**src/lft_pkg.sv**
```systemverilog
// Shared types and constants for the replacement table.
// No dependencies.
package lft_pkg;

    localparam int ENTRIES_DEF  = 16;
    localparam int KEY_BITS_DEF = 64;

    localparam logic        LRU_MODE_RESET  = 1'b1;
    localparam logic [4:0]  CAPACITY_RESET  = 5'd16;
    localparam logic [20:0] MAX_BYTES_RESET = 21'd1048576;

    localparam logic REQ_LOOKUP = 1'b0;
    localparam logic REQ_INSERT = 1'b1;

    localparam logic [1:0] CFG_LRU_MODE  = 2'd0;
    localparam logic [1:0] CFG_CAPACITY  = 2'd1;
    localparam logic [1:0] CFG_MAX_BYTES = 2'd2;

    typedef enum logic [2:0] {
        ST_MISS      = 3'd0,
        ST_HIT       = 3'd1,
        ST_STORED    = 3'd2,
        ST_TOO_LARGE = 3'd3,
        ST_OFF       = 3'd4,
        ST_PRESENT   = 3'd5
    } t_status;

    typedef struct packed {
        logic        req_type;
        logic [63:0] key_tag;
        logic [23:0] body_bytes;
    } t_req;

    typedef struct packed {
        t_status     status;
        logic [3:0]  slot;
        logic        evicted;
        logic [63:0] evicted_key;
    } t_res;

    typedef struct packed {
        logic        lru_mode;
        logic [4:0]  capacity;
        logic [20:0] max_bytes;
    } t_cfg;

endpackage

```
**src/lru_fifo_replacement_table.sv**
```systemverilog
// A request is searched in one pass over the entry memory; a second pass rewrites
// ranks only when ranks change (LRU hit, store), not on a miss, a refusal or a FIFO hit.
// The next request is taken only once the previous result has entered the output register:
// the entry memory is swept one slot per cycle to search, and again to age.
// Reset (sync, active low): valid bits and entry count cleared, config registers
// to defaults, output emptied; memory contents left as is, gated by valid bits.
module lru_fifo_replacement_table #(
    parameter int ENTRIES  = lft_pkg::ENTRIES_DEF,
    parameter int KEY_BITS = lft_pkg::KEY_BITS_DEF
) (
    input  logic          i_clk,
    input  logic          i_rst_n,
    input  logic          i_req_valid,
    output logic          o_req_stall,
    input  lft_pkg::t_req i_req,
    output logic          o_res_valid,
    input  logic          i_res_stall,
    output lft_pkg::t_res o_res,
    input  logic          i_cfg_valid,
    output logic          o_cfg_ready,
    input  logic [1:0]    i_cfg_index,
    input  logic [20:0]   i_cfg_data
);

    localparam int IDX_W = (ENTRIES > 1) ? $clog2(ENTRIES) : 1;
    localparam int ENT_W = IDX_W + KEY_BITS;

    logic          r_lru_mode;
    logic [4:0]    r_capacity;
    logic [20:0]   r_max_bytes;
    logic          r_out_valid;
    lft_pkg::t_res r_out;

    lft_pkg::t_cfg    cfg;
    lft_pkg::t_res    ctrl_res;
    logic             ctrl_done;
    logic             res_take;
    logic [IDX_W-1:0] rd_addr;
    logic [ENT_W-1:0] rd_data;
    logic             we;
    logic [IDX_W-1:0] wr_addr;
    logic [ENT_W-1:0] wr_data;

    assign o_cfg_ready   = 1'b1;
    assign cfg.lru_mode  = r_lru_mode;
    assign cfg.capacity  = r_capacity;
    assign cfg.max_bytes = r_max_bytes;

    // output register frees when empty or being drained this cycle
    assign res_take    = !r_out_valid || !i_res_stall;
    assign o_res_valid = r_out_valid;
    assign o_res       = r_out;

    always_ff @(posedge i_clk) begin
        if (!i_rst_n) begin
            r_lru_mode  <= lft_pkg::LRU_MODE_RESET;
            r_capacity  <= lft_pkg::CAPACITY_RESET;
            r_max_bytes <= lft_pkg::MAX_BYTES_RESET;
        end else if (i_cfg_valid) begin
            unique case (i_cfg_index)
                lft_pkg::CFG_LRU_MODE:  r_lru_mode  <= i_cfg_data[0];
                lft_pkg::CFG_CAPACITY:  r_capacity  <= i_cfg_data[4:0];
                lft_pkg::CFG_MAX_BYTES: r_max_bytes <= i_cfg_data;
                default: ;
            endcase
        end
    end

    always_ff @(posedge i_clk) begin
        if (!i_rst_n) begin
            r_out_valid <= 1'b0;
        end else if (ctrl_done && res_take) begin
            r_out_valid <= 1'b1;
        end else if (!i_res_stall) begin
            r_out_valid <= 1'b0;
        end
        if (ctrl_done && res_take) begin
            r_out <= ctrl_res;
        end
    end

    lft_ctrl #(
        .ENTRIES  (ENTRIES),
        .KEY_BITS (KEY_BITS),
        .IDX_W    (IDX_W),
        .ENT_W    (ENT_W)
    ) u_ctrl (
        .i_clk       (i_clk),
        .i_rst_n     (i_rst_n),
        .i_req_valid (i_req_valid),
        .o_req_stall (o_req_stall),
        .i_req       (i_req),
        .i_cfg       (cfg),
        .o_done      (ctrl_done),
        .o_res       (ctrl_res),
        .i_res_take  (res_take),
        .o_rd_addr   (rd_addr),
        .i_rd_data   (rd_data),
        .o_we        (we),
        .o_wr_addr   (wr_addr),
        .o_wr_data   (wr_data)
    );

    lft_mem #(
        .DEPTH (ENTRIES),
        .WIDTH (ENT_W),
        .AW    (IDX_W)
    ) u_mem (
        .i_clk     (i_clk),
        .i_rd_addr (rd_addr),
        .o_rd_data (rd_data),
        .i_we      (we),
        .i_wr_addr (wr_addr),
        .i_wr_data (wr_data)
    );

endmodule

```
**src/lft_mem.sv**
```systemverilog
// Entry memory: one write port, one read port with registered data.
// Holds rank and key per slot. No package dependency.
module lft_mem #(
    parameter int DEPTH = 16,
    parameter int WIDTH = 68,
    parameter int AW    = 4
) (
    input  logic             i_clk,
    input  logic [AW-1:0]    i_rd_addr,
    output logic [WIDTH-1:0] o_rd_data,
    input  logic             i_we,
    input  logic [AW-1:0]    i_wr_addr,
    input  logic [WIDTH-1:0] i_wr_data
);

    logic [WIDTH-1:0] r_mem [DEPTH];
    logic [WIDTH-1:0] r_rd_data;

    always_ff @(posedge i_clk) begin
        if (i_we) begin
            r_mem[i_wr_addr] <= i_wr_data;
        end
        r_rd_data <= r_mem[i_rd_addr];
    end

    assign o_rd_data = r_rd_data;

endmodule

```
**src/lft_ctrl.sv**
```systemverilog
// Sequencer: scans the entry memory for match, oldest and free slot, decides the
// outcome, then for an LRU hit or a store rewrites ranks in a second pass. Uses lft_pkg.
module lft_ctrl #(
    parameter int ENTRIES  = lft_pkg::ENTRIES_DEF,
    parameter int KEY_BITS = lft_pkg::KEY_BITS_DEF,
    parameter int IDX_W    = (ENTRIES > 1) ? $clog2(ENTRIES) : 1,
    parameter int ENT_W    = IDX_W + KEY_BITS
) (
    input  logic              i_clk,
    input  logic              i_rst_n,
    input  logic              i_req_valid,
    output logic              o_req_stall,
    input  lft_pkg::t_req     i_req,
    input  lft_pkg::t_cfg     i_cfg,
    output logic              o_done,
    output lft_pkg::t_res     o_res,
    input  logic              i_res_take,
    output logic [IDX_W-1:0]  o_rd_addr,
    input  logic [ENT_W-1:0]  i_rd_data,
    output logic              o_we,
    output logic [IDX_W-1:0]  o_wr_addr,
    output logic [ENT_W-1:0]  o_wr_data
);

    localparam int PTR_W = IDX_W + 1;
    localparam int CNT_W = $clog2(ENTRIES + 1);
    localparam int CMP_W = (CNT_W > 5) ? CNT_W : 5;
    localparam logic [PTR_W-1:0] PTR_END = PTR_W'(ENTRIES);
    localparam logic [CMP_W-1:0] ENT_CMP = CMP_W'(ENTRIES);

    typedef enum logic [2:0] {
        S_IDLE,
        S_SCAN,
        S_DECIDE,
        S_UPD,
        S_DONE
    } t_state;

    t_state               r_state, n_state;
    logic [PTR_W-1:0]     r_ptr, n_ptr;
    logic [ENTRIES-1:0]   r_valid, n_valid;
    logic [CNT_W-1:0]     r_count, n_count;
    logic                 r_type, n_type;
    logic [KEY_BITS-1:0]  r_key, n_key;
    logic [23:0]          r_bytes, n_bytes;
    logic                 r_hit_f, n_hit_f;
    logic [IDX_W-1:0]     r_hit_idx, n_hit_idx;
    logic [IDX_W-1:0]     r_hit_rank, n_hit_rank;
    logic                 r_old_f, n_old_f;
    logic [IDX_W-1:0]     r_old_idx, n_old_idx;
    logic [IDX_W-1:0]     r_old_rank, n_old_rank;
    logic [KEY_BITS-1:0]  r_old_key, n_old_key;
    logic                 r_free_f, n_free_f;
    logic [IDX_W-1:0]     r_free_idx, n_free_idx;
    logic                 r_upd_ins, n_upd_ins;
    logic [IDX_W-1:0]     r_tgt, n_tgt;
    logic [IDX_W-1:0]     r_ref_rank, n_ref_rank;
    lft_pkg::t_res        r_res, n_res;

    logic [PTR_W-1:0]     ptr_m1;
    logic [IDX_W-1:0]     j;
    logic                 proc;
    logic [IDX_W-1:0]     rd_rank;
    logic [KEY_BITS-1:0]  rd_key;
    logic [CMP_W-1:0]     cap_x;
    logic [CMP_W-1:0]     cap_eff;
    logic                 cap_zero;
    logic                 full;
    logic                 evict;
    logic                 have_slot;
    logic [IDX_W-1:0]     sel;
    logic [IDX_W+3:0]     slot_wide;
    logic [IDX_W-1:0]     new_rank;
    logic [KEY_BITS-1:0]  new_key;

    assign o_req_stall = (r_state != S_IDLE);
    assign o_done      = (r_state == S_DONE);
    assign o_res       = r_res;

    assign ptr_m1  = r_ptr - PTR_W'(1);
    assign j       = ptr_m1[IDX_W-1:0];
    assign proc    = (r_ptr != '0);
    assign rd_rank = i_rd_data[ENT_W-1:KEY_BITS];
    assign rd_key  = i_rd_data[KEY_BITS-1:0];

    // read k while writing back k-1: the two never meet, no forwarding needed
    assign o_rd_addr = (r_ptr < PTR_END) ? r_ptr[IDX_W-1:0] : '0;

    assign cap_x    = CMP_W'(i_cfg.capacity);
    assign cap_eff  = (cap_x > ENT_CMP) ? ENT_CMP : cap_x;
    assign cap_zero = (i_cfg.capacity == '0);
    assign full     = (CMP_W'(r_count) >= cap_eff);
    assign evict    = full && r_old_f;

    always_comb begin
        if (evict) begin
            have_slot = 1'b1;
            sel = (r_free_f && (r_free_idx < r_old_idx)) ? r_free_idx : r_old_idx;
        end else begin
            have_slot = r_free_f;
            sel = r_free_idx;
        end
    end

    always_comb begin
        n_state    = r_state;
        n_ptr      = r_ptr;
        n_valid    = r_valid;
        n_count    = r_count;
        n_type     = r_type;
        n_key      = r_key;
        n_bytes    = r_bytes;
        n_hit_f    = r_hit_f;
        n_hit_idx  = r_hit_idx;
        n_hit_rank = r_hit_rank;
        n_old_f    = r_old_f;
        n_old_idx  = r_old_idx;
        n_old_rank = r_old_rank;
        n_old_key  = r_old_key;
        n_free_f   = r_free_f;
        n_free_idx = r_free_idx;
        n_upd_ins  = r_upd_ins;
        n_tgt      = r_tgt;
        n_ref_rank = r_ref_rank;
        n_res      = r_res;
        slot_wide  = '0;
        new_rank   = '0;
        new_key    = rd_key;
        o_we       = 1'b0;
        o_wr_addr  = j;
        o_wr_data  = i_rd_data;

        unique case (r_state)
            S_IDLE: begin
                if (i_req_valid) begin
                    n_type   = i_req.req_type;
                    n_key    = i_req.key_tag[KEY_BITS-1:0];
                    n_bytes  = i_req.body_bytes;
                    n_hit_f  = 1'b0;
                    n_old_f  = 1'b0;
                    n_free_f = 1'b0;
                    n_ptr    = '0;
                    n_state  = S_SCAN;
                end
            end
            S_SCAN: begin
                if (proc) begin
                    if (r_valid[j] && (rd_key == r_key) && !r_hit_f) begin
                        n_hit_f    = 1'b1;
                        n_hit_idx  = j;
                        n_hit_rank = rd_rank;
                    end
                    if (r_valid[j] && (!r_old_f || (rd_rank > r_old_rank))) begin
                        n_old_f    = 1'b1;
                        n_old_idx  = j;
                        n_old_rank = rd_rank;
                        n_old_key  = rd_key;
                    end
                    if (!r_valid[j] && !r_free_f) begin
                        n_free_f   = 1'b1;
                        n_free_idx = j;
                    end
                end
                if (r_ptr == PTR_END) begin
                    n_state = S_DECIDE;
                end else begin
                    n_ptr = r_ptr + PTR_W'(1);
                end
            end
            S_DECIDE: begin
                n_res.status      = lft_pkg::ST_MISS;
                n_res.slot        = '0;
                n_res.evicted     = 1'b0;
                n_res.evicted_key = '0;
                n_state           = S_DONE;
                n_ptr             = '0;
                if (r_type == lft_pkg::REQ_LOOKUP) begin
                    if (!cap_zero && r_hit_f) begin
                        slot_wide    = {4'b0, r_hit_idx};
                        n_res.status = lft_pkg::ST_HIT;
                        n_res.slot   = slot_wide[3:0];
                        if (i_cfg.lru_mode) begin
                            n_upd_ins  = 1'b0;
                            n_tgt      = r_hit_idx;
                            n_ref_rank = r_hit_rank;
                            n_state    = S_UPD;
                        end
                    end
                end else if (cap_zero) begin
                    n_res.status = lft_pkg::ST_OFF;
                end else if ({3'b0, i_cfg.max_bytes} <= r_bytes) begin
                    n_res.status = lft_pkg::ST_TOO_LARGE;
                end else if (r_hit_f) begin
                    slot_wide    = {4'b0, r_hit_idx};
                    n_res.status = lft_pkg::ST_PRESENT;
                    n_res.slot   = slot_wide[3:0];
                end else begin
                    if (evict) begin
                        n_valid[r_old_idx] = 1'b0;
                        n_res.evicted      = 1'b1;
                        n_res.evicted_key  = 64'(r_old_key);
                    end
                    if (have_slot) begin
                        slot_wide    = {4'b0, sel};
                        n_valid[sel] = 1'b1;
                        n_res.status = lft_pkg::ST_STORED;
                        n_res.slot   = slot_wide[3:0];
                        n_upd_ins    = 1'b1;
                        n_tgt        = sel;
                        n_state      = S_UPD;
                    end
                    n_count = r_count + CNT_W'(have_slot) - CNT_W'(evict);
                end
            end
            S_UPD: begin
                // valid bits already reflect the eviction and the new slot
                if (j == r_tgt) begin
                    new_rank = '0;
                    new_key  = r_upd_ins ? r_key : rd_key;
                end else if (r_valid[j] && (r_upd_ins || (rd_rank < r_ref_rank))) begin
                    new_rank = rd_rank + IDX_W'(1);
                end else begin
                    new_rank = rd_rank;
                end
                o_we      = proc;
                o_wr_data = {new_rank, new_key};
                if (r_ptr == PTR_END) begin
                    n_state = S_DONE;
                end else begin
                    n_ptr = r_ptr + PTR_W'(1);
                end
            end
            S_DONE: begin
                if (i_res_take) begin
                    n_state = S_IDLE;
                end
            end
            default: begin
                n_state = S_IDLE;
            end
        endcase
    end

    always_ff @(posedge i_clk) begin
        if (!i_rst_n) begin
            r_state <= S_IDLE;
            r_valid <= '0;
            r_count <= '0;
        end else begin
            r_state <= n_state;
            r_valid <= n_valid;
            r_count <= n_count;
        end
        r_ptr      <= n_ptr;
        r_type     <= n_type;
        r_key      <= n_key;
        r_bytes    <= n_bytes;
        r_hit_f    <= n_hit_f;
        r_hit_idx  <= n_hit_idx;
        r_hit_rank <= n_hit_rank;
        r_old_f    <= n_old_f;
        r_old_idx  <= n_old_idx;
        r_old_rank <= n_old_rank;
        r_old_key  <= n_old_key;
        r_free_f   <= n_free_f;
        r_free_idx <= n_free_idx;
        r_upd_ins  <= n_upd_ins;
        r_tgt      <= n_tgt;
        r_ref_rank <= n_ref_rank;
        r_res      <= n_res;
    end

endmodule

```
**config.mk**
```make
export PLATFORM = sky130hd
export DESIGN_NAME = lru_fifo_replacement_table
export DESIGN_NICKNAME = d
export VERILOG_FILES = /design/src/lft_pkg.sv /design/src/lru_fifo_replacement_table.sv /design/src/lft_mem.sv /design/src/lft_ctrl.sv
export SDC_FILE = /design/constraint.sdc
export NUM_CORES = 2
export LEC_CHECK = 0
export ABC_AREA = 1
export BUFFER_PORTS_ARGS = -buffer_cell sky130_fd_sc_hd__buf_2
export CORE_UTILIZATION = 55
export CTS_BUF_LIST = sky130_fd_sc_hd__clkbuf_4 sky130_fd_sc_hd__clkbuf_8 sky130_fd_sc_hd__clkbuf_16
export CTS_CLUSTER_DIAMETER = 60
export DETAILED_ROUTE_END_ITERATION = 10
export PLACE_DENSITY = 0.72
export RECOVER_POWER = 50
export SLEW_MARGIN = 5
export SYNTH_ARGS = -nofsm -noshare
export SYNTH_HDL_FRONTEND = slang
export SYNTH_SLANG_ARGS = --single-unit
```
**constraint.sdc**
```tcl
create_clock -name i_clk -period 16.9 [get_ports i_clk]
set_input_delay 0.845 -clock i_clk [delete_from_list [all_inputs] [get_ports i_clk]]
set_output_delay 0.845 -clock i_clk [all_outputs]
set_load 0.05 [all_outputs]
```
==> metrics.txt <==
Worst-Margin Slew 5180 ps; worst stage delay on the critical path 3650 ps; DR pass1 iterations 7; Startpoint Class register; clock-pin slew on the worst setup and hold paths 60 ps; Critical Path RT 17,120 ps; CTS-repair resized insts 0; setup ws final 5880 ps; post-CTS setup buffer count 0; post-synthesis compound-gate area fraction 8.59%; WP data arrival 11,240 ps; clock network latency to the later pin of the worst-skew pair 760 ps; dpl ws 10,880 ps; Placer Congestion 0.896; Iter 0 DRT Violations 5,320; final wirelength 158 mm; Hold Crit Class in2reg; setup_tns 0 ps; total CTS buffers 155; initial antenna violation count 9; Slew Limit Headroom -245%; final net count 5,022; failing checks capacitance limit, slew limit; CP Class reg2reg; slowest stage cell, crit path clkbuf_1; mapped cell area 60,300 sq um; count of final hold-check violations 0; DRC errors left 0; leak pwr 23.5 nW; post-synth top area share 70.8%; VDD IR-drop max 0.000260 V; Vias per Instance 6.10; Final min period 11,020 ps; Post-Synth Adder-Cell Area 1.03%; Most common cell on crit path clkbuf_1; RR Startpoint u_ctrl.r_ptr[0]; count of cell types in the netlist 51; CP Launch Point u_ctrl.r_ptr[0]; HPWL Detailed 83.6 mm; Num Clock Sinks 1,542; CTS tree done; Post-synth top flop edfxtp_1; sequential area share after synthesis 74.8%; Initial Util 55.4%; Synth Area in Simple Gates 11.9%; number of H-tree levels 4; max cap viols 35; RSZ-0062 raised after global routing false; hold path start i_req[45]; largest family of logic cells by synthesized area simple AND/OR/NAND/NOR gates; DRT antenna net count 0; grt total ovfl 0; core area 109,000 sq um; area leader, netlist edfxtp_1; first-pass GRT wire length 230 mm; Async SR Flop Fraction 0%; Hold-fix buffers, CTS 0; DR vias 39.1k; crit path max fanout 88; layout cells sized above 1 8.82%; PD cells 170 nW/um^2; Syn Inst Count 4,715; Seq cells post-synth 1,542; Final period util 65.2%; mux share of post-synthesis cell area 0%; status finished with violations; vias in the first global route 36.7k; Setup crit end kind register; IO Pins 192; Die Span Y 333 um; Die Span X 333 um; worst clock skew 36.9 ps; post-synthesis xor/xnor area fraction 0.479%; die area 111,000 sq um; CTS root buffer clkbuf_16; Max Slew Vio Count 1,371; Final setup violation count 0; synthesis-to-finish area growth 11.7%; synth top area cells edfxtp_1, nor2_1, dfxtp_1; GRT Total Usage 28.0%; maximum buffer depth of the clock tree 3; Post-Syn Nets 4,881; Fmax achieved 90.8 MHz; num rows 121; Ys Warns 0; largest net degree at the start of global routing 258; I/O Buffers 190; Post-synth EDFFs 1,422; crit-path cells clkbuf_1, ha_1, nand2_1, nor2_1, clkbuf_1; wire per inst 24.6 um; synthesized area per cell 12.8 sq um
area by class of cell:
class                      count  area [sq um]
antenna                        4          10.0
clock buffer                 220          4570
clock inverter                68           522
fill                        7989         41500
inverter                     232           890
multi-input combinational   2679         13300
sequential                  1542         45100
tap                         1414          1770
timing repair buffer         246          1210
Yosys cell counts (2+ instances only):
cell type and instances:
a21o_1 2, a21oi_1 55, a21oi_2 7, a221oi_1 3, a31oi_1 5, buf_1 16, buf_2 52, buf_4 2
buf_6 4, clkbuf_1 188, dfxtp_1 120, edfxtp_1 1422, ha_1 48, inv_1 228, inv_2 3, nand2_1 315
nand2_2 2, nand3_1 182, nand4_1 16, nor2_1 1266, nor2_2 3, nor3b_1 4, nor4_1 8, o211ai_1 35
o21a_1 2, o21ai_0 351, o21ai_1 18, o21ai_2 3, o21bai_1 9, o22ai_1 20, o311ai_0 243, o32ai_1 29
or2_1 2, or2_2 4, xnor2_1 17, xor2_1 16
routing by layer:
metal / GRT usage (%) / vias to the layer above / share of wire, %
met3: 7.06 / 370 / 13
met1: 39.0 / 18900 / 39
met5: 0 / - / 0.026
met4: 10.8 / 8 / 3.5
met2: 42.7 / 2457 / 45
li1: - / 17300 / -
cells in the final DEF, fill, tap and decap left out, types with 6 or more instances in the layout:
cell	netlist	routed
a21oi_1	55	55
clkbuf_1	188	104
o21bai_1	9	9
a21oi_2	7	7
nor4_1	8	8
clkbuf_8	0	16
o21ai_0	351	347
clkbuf_16	0	161
dfxtp_1	120	120
o211ai_1	35	35
edfxtp_1	1422	1422
clkbuf_4	0	43
o32ai_1	29	29
o21ai_1	18	22
inv_6	0	6
nand4_1	16	16
clkinv_2	0	26
clkinv_1	1	22
inv_1	228	227
ha_1	48	48
buf_2	52	107
buf_4	2	33
nor2_4	1	7
o22ai_1	20	20
nand3_1	182	183
nand2_1	315	316
o311ai_0	243	243
xor2_1	16	16
nor2_1	1266	1262
xnor2_1	17	17
power breakdown:
part / switching, mW / total, mW / internal, mW
logic: 2.13 / 2.83 / 0.701
registers: 0.317 / 5.26 / 4.94
clock network: 1.41 / 3.38 / 1.97
total: 3.86 / 11.5 / 7.61
worst max-delay path: cells and delay by family, from the launching register on:
family	cells	cell delay (ps)
buf+inv	2	7070
simple gates	2	1830
flops	1	940
fa+ha+maj	1	540
flip-flops by register name, indices dropped and copies added (netlist names), 5 cells and up:
signal / cells
o_res: 72
u_ctrl.r_bytes: 24
u_ctrl.r_count: 5
u_ctrl.r_valid: 16
u_ctrl.r_ptr: 5
u_ctrl.r_old_key: 64
r_capacity: 5
u_mem.o_rd_data: 68
u_ctrl.r_key: 64
u_mem.r_mem: 1088
u_ctrl.o_res: 72
r_max_bytes: 21
worst paths after layout:
path                              end  slack (ps)  cells past startpoint
setup / recovery  u_mem.r_mem[14][36]        5880                      5
hold / removal       u_ctrl.r_key[21]         250                      1
setup reg to reg  u_mem.r_mem[14][36]        5880                      5
hold reg to reg             o_res[11]         410                      0
cells by family (layout without fill, tap and decap cells):
family          Yosys count  count (layout)
xor+xnor                 33              33
flops                  1542            1542
simple gates           1809            1809
other cells               1               5
fa+ha+maj                49              49
buf+inv                 494             766
compound gates          787             787
stage by stage:
step | hold slack (ps) | utilization, % | instance area [sq um] | total power [mW] | instances
global placement | 401 | 57.5 | 62600 | 7.97 | 6113
CTS | 215 | 62.2 | 67700 | 11.4 | 6401
detailed placement | 405 | 57.5 | 62600 | 8.06 | 6113
floorplan | 400 | - | 60300 | 7.00 | 4715
global route | 229 | 61.9 | 67400 | 11.9 | 6403
finish | 251 | 61.9 | 67400 | 11.5 | 6405
Power figures use the tool's default switching activity.
